===== src/rtl/psag_pkg.sv =====
`timescale 1ns / 1ps
// ----------------------------------------------------------------------------
// psag_pkg
// Shared types and constants for the parabolic sine approximation generator.
// ----------------------------------------------------------------------------
package psag_pkg;

  // Field and register widths.
  localparam int CountW = 7;
  localparam int PeriodW = 16;
  localparam int AmpW = 15;
  localparam int SampleW = 16;
  localparam int CfgAddrW = 2;
  localparam int CfgDataW = 16;

  // Longest run of samples that one request may ask for.
  localparam logic [CountW-1:0] MAX_RUN = 7'd64;

  // The quotient is never larger than the amplitude, so one bit per step over
  // the amplitude width covers it.
  localparam int DivSteps = AmpW;
  localparam logic [3:0] DIV_LAST = 4'(DivSteps - 1);

  // Configuration register indexes.
  localparam logic [CfgAddrW-1:0] REG_HALF_PERIOD = 2'd0;
  localparam logic [CfgAddrW-1:0] REG_AMPLITUDE = 2'd1;
  localparam logic [CfgAddrW-1:0] REG_START_OFFSET = 2'd2;

  // Controller states.
  typedef enum logic [2:0] {
    ST_IDLE,
    ST_MUL1,
    ST_MUL2,
    ST_DIV,
    ST_EMIT
  } state_t;

  // Commands from the controller to the datapath.
  typedef struct packed {
    logic mul1;
    logic mul2;
    logic div_step;
    logic out_load;
    logic last;
  } cmd_t;

  // Status from the datapath to the controller.
  typedef struct packed {
    logic can_load;
  } sts_t;

endpackage


===== src/rtl/parabolic_sine_approx_generator.sv =====
`timescale 1ns / 1ps
// ----------------------------------------------------------------------------
// parabolic_sine_approx_generator
// Emits a sine-like wave built from alternating parabolic arches, one run of
// samples per request, with a write port for period, amplitude and offset.
//
//   Channel | Direction | Transaction
//   in_     | slave     | one run request (sample count)
//   out_    | master    | one wave sample, tlast on the final sample of a run
//   cfg_    | write     | one register write, a known register reloads the wave position
//
// A request is taken while the controller is idle; each sample then passes
// through two multiply steps, the restoring divider (one step per quotient
// bit) and an emit step. The output register lets the next sample be
// computed while one waits; a stalled output holds the emit step. Reset
// clears the control state.
// ----------------------------------------------------------------------------
module parabolic_sine_approx_generator (
  input  logic        clk,
  input  logic        rst_n,
  input  logic        in_tvalid,
  output logic        in_tready,
  input  logic [7:0]  in_tdata,   // [6:0] sample_count, [7] zero
  output logic        out_tvalid,
  input  logic        out_tready,
  output logic [15:0] out_tdata,  // [15:0] sample_value
  output logic        out_tlast,  // last_sample
  input  logic        cfg_we,
  input  logic [1:0]  cfg_addr,
  input  logic [15:0] cfg_data
);
  import psag_pkg::*;

  cmd_t cmd;
  sts_t sts;

  // Sequencing.
  psag_ctrl u_ctrl (
    .clk      (clk),
    .rst_n    (rst_n),
    .in_tvalid(in_tvalid),
    .in_tready(in_tready),
    .in_count (in_tdata[CountW-1:0]),
    .sts      (sts),
    .cmd      (cmd)
  );

  // Arithmetic and output.
  psag_dp u_dp (
    .clk       (clk),
    .rst_n     (rst_n),
    .cfg_we    (cfg_we),
    .cfg_addr  (cfg_addr),
    .cfg_data  (cfg_data),
    .cmd       (cmd),
    .sts       (sts),
    .out_tvalid(out_tvalid),
    .out_tready(out_tready),
    .out_tdata (out_tdata),
    .out_tlast (out_tlast)
  );

  // A non-empty request makes the block busy in the next cycle.
  a_busy_after_start: assert property (@(posedge clk) disable iff (!rst_n)
    (in_tvalid && in_tready && in_tdata[6:0] != 7'd0) |=> !in_tready)
    else $error("block not busy after accepting a run");

  // Loading the final sample of a run returns the controller to idle.
  a_idle_after_last: assert property (@(posedge clk) disable iff (!rst_n)
    (cmd.out_load && cmd.last) |=> in_tready)
    else $error("controller not idle after the final sample");

  // A new sample never overwrites one that is still waiting.
  a_no_overwrite: assert property (@(posedge clk) disable iff (!rst_n)
    (out_tvalid && !out_tready) |-> !cmd.out_load)
    else $error("output register overwritten while stalled");

  // Every loaded sample appears on the output in the next cycle.
  a_load_shows: assert property (@(posedge clk) disable iff (!rst_n)
    cmd.out_load |=> out_tvalid)
    else $error("loaded sample not presented");

endmodule


===== src/rtl/psag_ctrl.sv =====
`timescale 1ns / 1ps
// ----------------------------------------------------------------------------
// psag_ctrl
// Controller: accepts run requests, counts samples and divider steps, and
// sequences the datapath through multiply, divide and emit for each sample.
// ----------------------------------------------------------------------------
module psag_ctrl (
  input  logic                        clk,
  input  logic                        rst_n,
  input  logic                        in_tvalid,
  output logic                        in_tready,
  input  logic [psag_pkg::CountW-1:0] in_count,
  input  psag_pkg::sts_t              sts,
  output psag_pkg::cmd_t              cmd
);
  import psag_pkg::*;

  state_t            state_r, state_nxt;
  logic [CountW-1:0] left_r, left_nxt;
  logic [3:0]        div_cnt_r, div_cnt_nxt;
  logic [CountW-1:0] count_sat;
  logic              start;

  // Requests above the maximum run length are clipped to it.
  assign count_sat = (in_count > MAX_RUN) ? MAX_RUN : in_count;
  assign start = (state_r == ST_IDLE) && in_tvalid && (in_count != '0);

  // Next state.
  always_comb begin
    state_nxt = state_r;
    unique case (state_r)
      ST_IDLE: if (start) state_nxt = ST_MUL1;
      ST_MUL1: state_nxt = ST_MUL2;
      ST_MUL2: state_nxt = ST_DIV;
      ST_DIV:  if (div_cnt_r == DIV_LAST) state_nxt = ST_EMIT;
      ST_EMIT: begin
        if (sts.can_load) begin
          state_nxt = (left_r == 7'd1) ? ST_IDLE : ST_MUL1;
        end
      end
      default: state_nxt = ST_IDLE;
    endcase
  end

  // Sample and divider step counters.
  always_comb begin
    left_nxt = left_r;
    div_cnt_nxt = div_cnt_r;
    if (start) begin
      left_nxt = count_sat;
    end else if (state_r == ST_EMIT && sts.can_load) begin
      left_nxt = left_r - 7'd1;
    end
    if (state_r == ST_MUL2) begin
      div_cnt_nxt = '0;
    end else if (state_r == ST_DIV) begin
      div_cnt_nxt = div_cnt_r + 4'd1;
    end
  end

  // Commands to the datapath.
  always_comb begin
    in_tready = (state_r == ST_IDLE);
    cmd.mul1 = (state_r == ST_MUL1);
    cmd.mul2 = (state_r == ST_MUL2);
    cmd.div_step = (state_r == ST_DIV);
    cmd.out_load = (state_r == ST_EMIT) && sts.can_load;
    cmd.last = (left_r == 7'd1);
  end

  always_ff @(posedge clk) begin
    if (!rst_n) begin
      state_r <= ST_IDLE;
      left_r <= '0;
      div_cnt_r <= '0;
    end else begin
      state_r <= state_nxt;
      left_r <= left_nxt;
      div_cnt_r <= div_cnt_nxt;
    end
  end

endmodule


===== src/rtl/psag_dp.sv =====
`timescale 1ns / 1ps
// ----------------------------------------------------------------------------
// psag_dp
// Datapath: configuration registers, wave position, arch multipliers, a
// restoring divider by the squared half period, and the output register.
// ----------------------------------------------------------------------------
module psag_dp (
  input  logic                          clk,
  input  logic                          rst_n,
  input  logic                          cfg_we,
  input  logic [psag_pkg::CfgAddrW-1:0] cfg_addr,
  input  logic [psag_pkg::CfgDataW-1:0] cfg_data,
  input  psag_pkg::cmd_t                cmd,
  output psag_pkg::sts_t                sts,
  output logic                          out_tvalid,
  input  logic                          out_tready,
  output logic [psag_pkg::SampleW-1:0]  out_tdata,
  output logic                          out_tlast
);
  import psag_pkg::*;

  // Configuration and position state.
  logic [PeriodW-1:0] half_r, half_nxt;
  logic [AmpW-1:0]    amp_r, amp_nxt;
  logic [PeriodW-1:0] offs_r, offs_nxt;
  logic [PeriodW-1:0] pos_r, pos_nxt;
  logic               neg_r, neg_nxt;
  logic               reload;
  logic [PeriodW-1:0] m_eff, m_eff_nxt;

  // Arithmetic pipeline.
  logic [31:0]        arch_r;
  logic [31:0]        msq_r;
  logic [46:0]        num;
  logic [31:0]        rem_r, rem_nxt;
  logic [AmpW-1:0]    quo_r, quo_nxt;
  logic [32:0]        trial;
  logic               ge;

  // Output register.
  logic               out_valid_r, out_valid_nxt;
  logic [SampleW-1:0] out_data_r;
  logic               out_last_r;
  logic [SampleW-1:0] signed_val;

  // A zero half period behaves as one.
  assign m_eff = (half_r == '0) ? 16'd1 : half_r;

  // Register writes; any write to a known register reloads the position.
  always_comb begin
    half_nxt = half_r;
    amp_nxt = amp_r;
    offs_nxt = offs_r;
    reload = 1'b0;
    if (cfg_we) begin
      unique case (cfg_addr)
        REG_HALF_PERIOD: begin
          half_nxt = cfg_data;
          reload = 1'b1;
        end
        REG_AMPLITUDE: begin
          amp_nxt = cfg_data[AmpW-1:0];
          reload = 1'b1;
        end
        REG_START_OFFSET: begin
          offs_nxt = cfg_data;
          reload = 1'b1;
        end
        default: reload = 1'b0;
      endcase
    end
  end

  assign m_eff_nxt = (half_nxt == '0) ? 16'd1 : half_nxt;

  // Position update: reload on a write, advance after each emitted sample.
  always_comb begin
    pos_nxt = pos_r;
    neg_nxt = neg_r;
    if (reload) begin
      if (offs_nxt >= m_eff_nxt) begin
        pos_nxt = '0;
        neg_nxt = 1'b1;
      end else begin
        pos_nxt = offs_nxt;
        neg_nxt = 1'b0;
      end
    end else if (cmd.out_load) begin
      if (pos_r == m_eff - 16'd1) begin
        pos_nxt = '0;
        neg_nxt = ~neg_r;
      end else begin
        pos_nxt = pos_r + 16'd1;
      end
    end
  end

  // Second multiply: amplitude times 4*k*(m-k), which never exceeds m*m.
  assign num = {32'd0, amp_r} * {13'd0, arch_r, 2'b00};

  // One restoring division step per cycle; quotient bits shift in at the bottom.
  assign trial = {rem_r, quo_r[AmpW-1]};
  assign ge = (trial >= {1'b0, msq_r});

  always_comb begin
    rem_nxt = rem_r;
    quo_nxt = quo_r;
    if (cmd.mul2) begin
      rem_nxt = num[46:15];
      quo_nxt = num[14:0];
    end else if (cmd.div_step) begin
      rem_nxt = ge ? 32'(trial - {1'b0, msq_r}) : trial[31:0];
      quo_nxt = {quo_r[AmpW-2:0], ge};
    end
  end

  // Sign from the half flag; the output register may load while being taken.
  assign signed_val = neg_r ? 16'(-{1'b0, quo_r}) : {1'b0, quo_r};
  assign sts.can_load = !out_valid_r || out_tready;

  always_comb begin
    out_valid_nxt = out_valid_r;
    if (cmd.out_load) begin
      out_valid_nxt = 1'b1;
    end else if (out_tready) begin
      out_valid_nxt = 1'b0;
    end
  end

  // Control state.
  always_ff @(posedge clk) begin
    if (!rst_n) begin
      half_r <= 16'd1;
      amp_r <= '0;
      offs_r <= '0;
      pos_r <= '0;
      neg_r <= 1'b0;
      out_valid_r <= 1'b0;
    end else begin
      half_r <= half_nxt;
      amp_r <= amp_nxt;
      offs_r <= offs_nxt;
      pos_r <= pos_nxt;
      neg_r <= neg_nxt;
      out_valid_r <= out_valid_nxt;
    end
  end

  // Payload registers.
  always_ff @(posedge clk) begin
    if (cmd.mul1) begin
      arch_r <= {16'd0, pos_r} * {16'd0, m_eff - pos_r};
      msq_r <= {16'd0, m_eff} * {16'd0, m_eff};
    end
    rem_r <= rem_nxt;
    quo_r <= quo_nxt;
    if (cmd.out_load) begin
      out_data_r <= signed_val;
      out_last_r <= cmd.last;
    end
  end

  assign out_tvalid = out_valid_r;
  assign out_tdata = out_data_r;
  assign out_tlast = out_last_r;

endmodule


===== config.mk =====
export PLATFORM = sky130hd
export DESIGN_NAME = parabolic_sine_approx_generator
export DESIGN_NICKNAME = d
export VERILOG_FILES = /design/src/rtl/psag_pkg.sv /design/src/rtl/parabolic_sine_approx_generator.sv /design/src/rtl/psag_ctrl.sv /design/src/rtl/psag_dp.sv
export SDC_FILE = /design/constraint.sdc
export NUM_CORES = 2
export LEC_CHECK = 0
export CAP_MARGIN = 20
export CORE_MARGIN = 2
export CORE_UTILIZATION = 50
export CTS_BUF_LIST = sky130_fd_sc_hd__clkbuf_4 sky130_fd_sc_hd__clkbuf_8
export DETAILED_ROUTE_END_ITERATION = 6
export DONT_BUFFER_PORTS = 1
export MAX_ROUTING_LAYER = met4
export PLACE_DENSITY_LB_ADDON = 0.08
export SYNTH_ARGS = -nofsm -noshare
export SYNTH_HDL_FRONTEND = slang
export SYNTH_SLANG_ARGS = --single-unit

===== constraint.sdc =====
create_clock -name clk -period 18.1 [get_ports clk]
set_clock_uncertainty 0.2 [all_clocks]
set_input_delay 2.715 -clock clk [delete_from_list [all_inputs] [get_ports clk]]
set_output_delay 2.715 -clock clk [all_outputs]
set_load 0.03 [all_outputs]

==> results.tsv <==
stage	metric	value	unit
clock_tree	cts_sinks	206	
setup_path	worstPathMaxFanout	17	
synthesis	synth_edf_count	125	
clock_tree	tritoncts	yes	
route	drt_pass1_iterations	5	
sta	final-setup-viol-count	0	
setup_path	slowest_stage	or4_1	
job	timing.max_cap.violations	0	
grt	overflow	0	
finish	nets	5758	
place	port_buffers	0	
floorplan	num_io_pins	50	
finish	post-route-util	0.531	
sta	relSlewSlack	0.267	
synthesis	synth-simple-area-share	0.173	
setup_path	r2r_setup_slack	7.31	ns
finish	multi_input_area	0.0330	mm²
synthesis	synth_mux_area_frac	0.0132	
floorplan	fp.dieH	295	µm
clock_tree	root_buffer	clkbuf_8	
run_status	status	finished clean	
grt	grt_pass1_wl	182	mm
synthesis	syn_area	0.0424	mm²
power_and_ir_drop	p_leak	20.9	nW
clock_tree	cts_hold_buf	0	
sta	fin_ws	7.31	ns
floorplan	die_area	0.0872	mm²
route	vias	31600	
synthesis	synth-xor-area-share	0.0355	
finish	final_cell_mix	848 x inv_1, 746 x fa_1, 637 x nand2_1	
synthesis	synth-compound-area-share	0.0912	
power_and_ir_drop	irDropWorstVdd	80.8	µV
route	wl_per_cell	19.2	µm
floorplan	start_util	0.506	
setup_path	crit_required	18.25	ns
route	avgViaCountPerCell	5.47	
finish	fin_cells	5776	
synthesis	avgSynthCellArea	8.95	µm²
synthesis	synth_area_leaders	fa_1 35%, ha_1 11%, edfxtp_1 8.8%, inv_1 7.5%, nand2_1 5.6%	
setup_path	setup.worst_path.start	u_dp.half_r[6]$_SDFF_PN0_	
finish	seq_area	0.00538	mm²
route	ant_nets	0	
synthesis	yosys.area.top_type_share	0.352	
finish	nFillCells	7996	
synthesis	synth_fa_ha_area_frac	0.461	
place	dp.cells	5700	
route	drt_iter0_drc	1980	
power_and_ir_drop	power_density	56.0	mW/mm²
worst_hold_path	hold_path.class	reg -> reg	
sta	rsz0062_at_grt	false	
sta	worst-slew-pin-transition	1.09	ns
floorplan	die_w	295	µm
clock_tree	cts_made_buffers	41	
synthesis	synth_seq_cells	206	
setup_path	endpoint_kind	flip-flop	
grt	grt_max_degree	83	
place	gp_congestion	0.861	
synthesis	yosysWarnings	0	
setup_path	cp_data_arrival_time	10.94	ns
finish	drive_above_1_share	0.0433	
setup_path	crit_path_max_incr_delay	0.75	ns
setup_path	cp-start-kind	flip-flop	
sta	setup_tns	0	ns
synthesis	synth_cell_types	74	
route	wl	111	mm
setup_path	r2r_start	u_dp.half_r[6]$_SDFF_PN0_	
floorplan	core	0.0838	mm²
place	place_hpwl	85.3	mm
clock_tree	postCtsResizedCells	0	
clock_tree	clk_pin_slew	0.06	ns
synthesis	synth_flop_cell	edfxtp_1	
sta	fin_crit_sh	0.596	
clock_tree	h-tree-depth	2	
synthesis	synth_fp_nets	5889	
grt	grt_usage	0.273	
sta	maxSlewViolCount	0	
worst_hold_path	holdCritStartpoint	u_dp.amp_r[0]$_SDFFE_PN0P_	
clock_tree	postCtsSetupBuffers	0	
power_and_ir_drop	p_total	2.49	mW
synthesis	yosys.area.top_type	fa_1	
finish	syn_to_final_growth	4.88	%
grt	first_global_vias	32700	
sta	finalCriticalPeriod	10.79	ns
clock_tree	clock_latency	0.64	ns
sta	max_freq	92.7	MHz
finish	final_common_cell	inv_1	
setup_path	critPathKind	reg -> reg	
sta	hold_viol	0	
synthesis	ys_seq_area_frac	0.127	
setup_path	crit_top_cell	fa_1	
place	preCtsSetupSlack	7.43	ns
floorplan	fp-row-count	106	
synthesis	synth_top_family_by_area	adder cells	
route	drc	0	
clock_tree	clock_path_buffers	3	
synthesis	synthCells	4741	
synthesis	synthArstFlopShare	0	
grt	antenna_found_initial	2	
stage by stage:
stage | hold WS, ns | instance area (µm²)
final | 0.264 | 44500
after floorplan | 0.274 | 42400
after global placement | 0.254 | 43600
after CTS | 0.268 | 44500
after global routing | 0.295 | 44500
after detailed placement | 0.261 | 43600
critical path, delay by kind of cell (launching register included):
kind,cells,cell delay [ns]
compound gates,12,2.87
xor+xnor,1,0.12
fa+ha+maj,9,3.96
buf+inv,4,0.38
flops,1,0.29
simple gates,7,2.73
state kept, by name (all words and copies together), names as in the netlist, 3 cells and up:
name              cells
u_dp.out_tdata       16
u_dp.msq_r           31
u_dp.rem_r           32
u_dp.quo_r           15
u_dp.pos_r           16
u_dp.half_r          16
u_ctrl.state_r        3
u_ctrl.div_cnt_r      4
u_dp.offs_r          16
u_dp.arch_r          32
u_ctrl.left_r         7
u_dp.amp_r           15
cell type report:
cell class / count / area share
Clock inverter: 17 / 0.00408
Clock buffer: 57 / 0.0162
Inverter: 855 / 0.0721
Multi-Input combinational cell: 3423 / 0.741
Tap cell: 1134 / 0.0319
Antenna cell: 1 / 0.0000562
Timing Repair Buffer: 83 / 0.0142
Sequential cell: 206 / 0.121
Yosys cell counts, drive strengths merged, types with 26 or more instances:
master / number
ha: 371
mux2i: 46
nor2b: 57
o21ai: 97
xor2: 48
and2: 328
nor2: 148
edfxtp: 125
or3: 29
inv: 849
xnor2: 124
nand3: 70
nand4: 28
a21o: 60
dfxtp: 81
nand2b: 42
nor3: 44
a31oi: 40
nand2: 637
clkbuf: 251
fa: 746
a21oi: 160
a211oi: 26
power by group:
group	leakage, nW	switching [mW]	internal [mW]
Sequential	1.84	0.0774	0.576
Clock	0.478	0.233	0.304
Combinational	18.6	0.813	0.488
kinds of logic after synthesis:
group	Yosys count
XOR/XNOR	172
flip-flops	206
AND/OR/NAND/NOR	1491
multiplexers	55
buffers and inverters	1112
adder cells (fa/ha/maj)	1117
AO/OA/AOI/OAI	588
layer usage:
metal,track usage,vias to the layer above,part of all wire
li1,-,14800,-
met1,0.373,16000,0.46
met2,0.448,708,0.48
met3,0.0330,105,0.054
met4,0.0396,0,0.013
met5,-,-,0
final timing paths:
check | cells past startpoint | end
setup / recovery | 33 | u_dp.arch_r[30]$_DFFE_PP_
hold / removal | 2 | u_dp.amp_r[0]$_SDFFE_PN0P_
setup reg to reg | 33 | u_dp.arch_r[30]$_DFFE_PP_
hold reg to reg | 2 | u_dp.amp_r[0]$_SDFFE_PN0P_
Power figures use the tool's default switching activity.
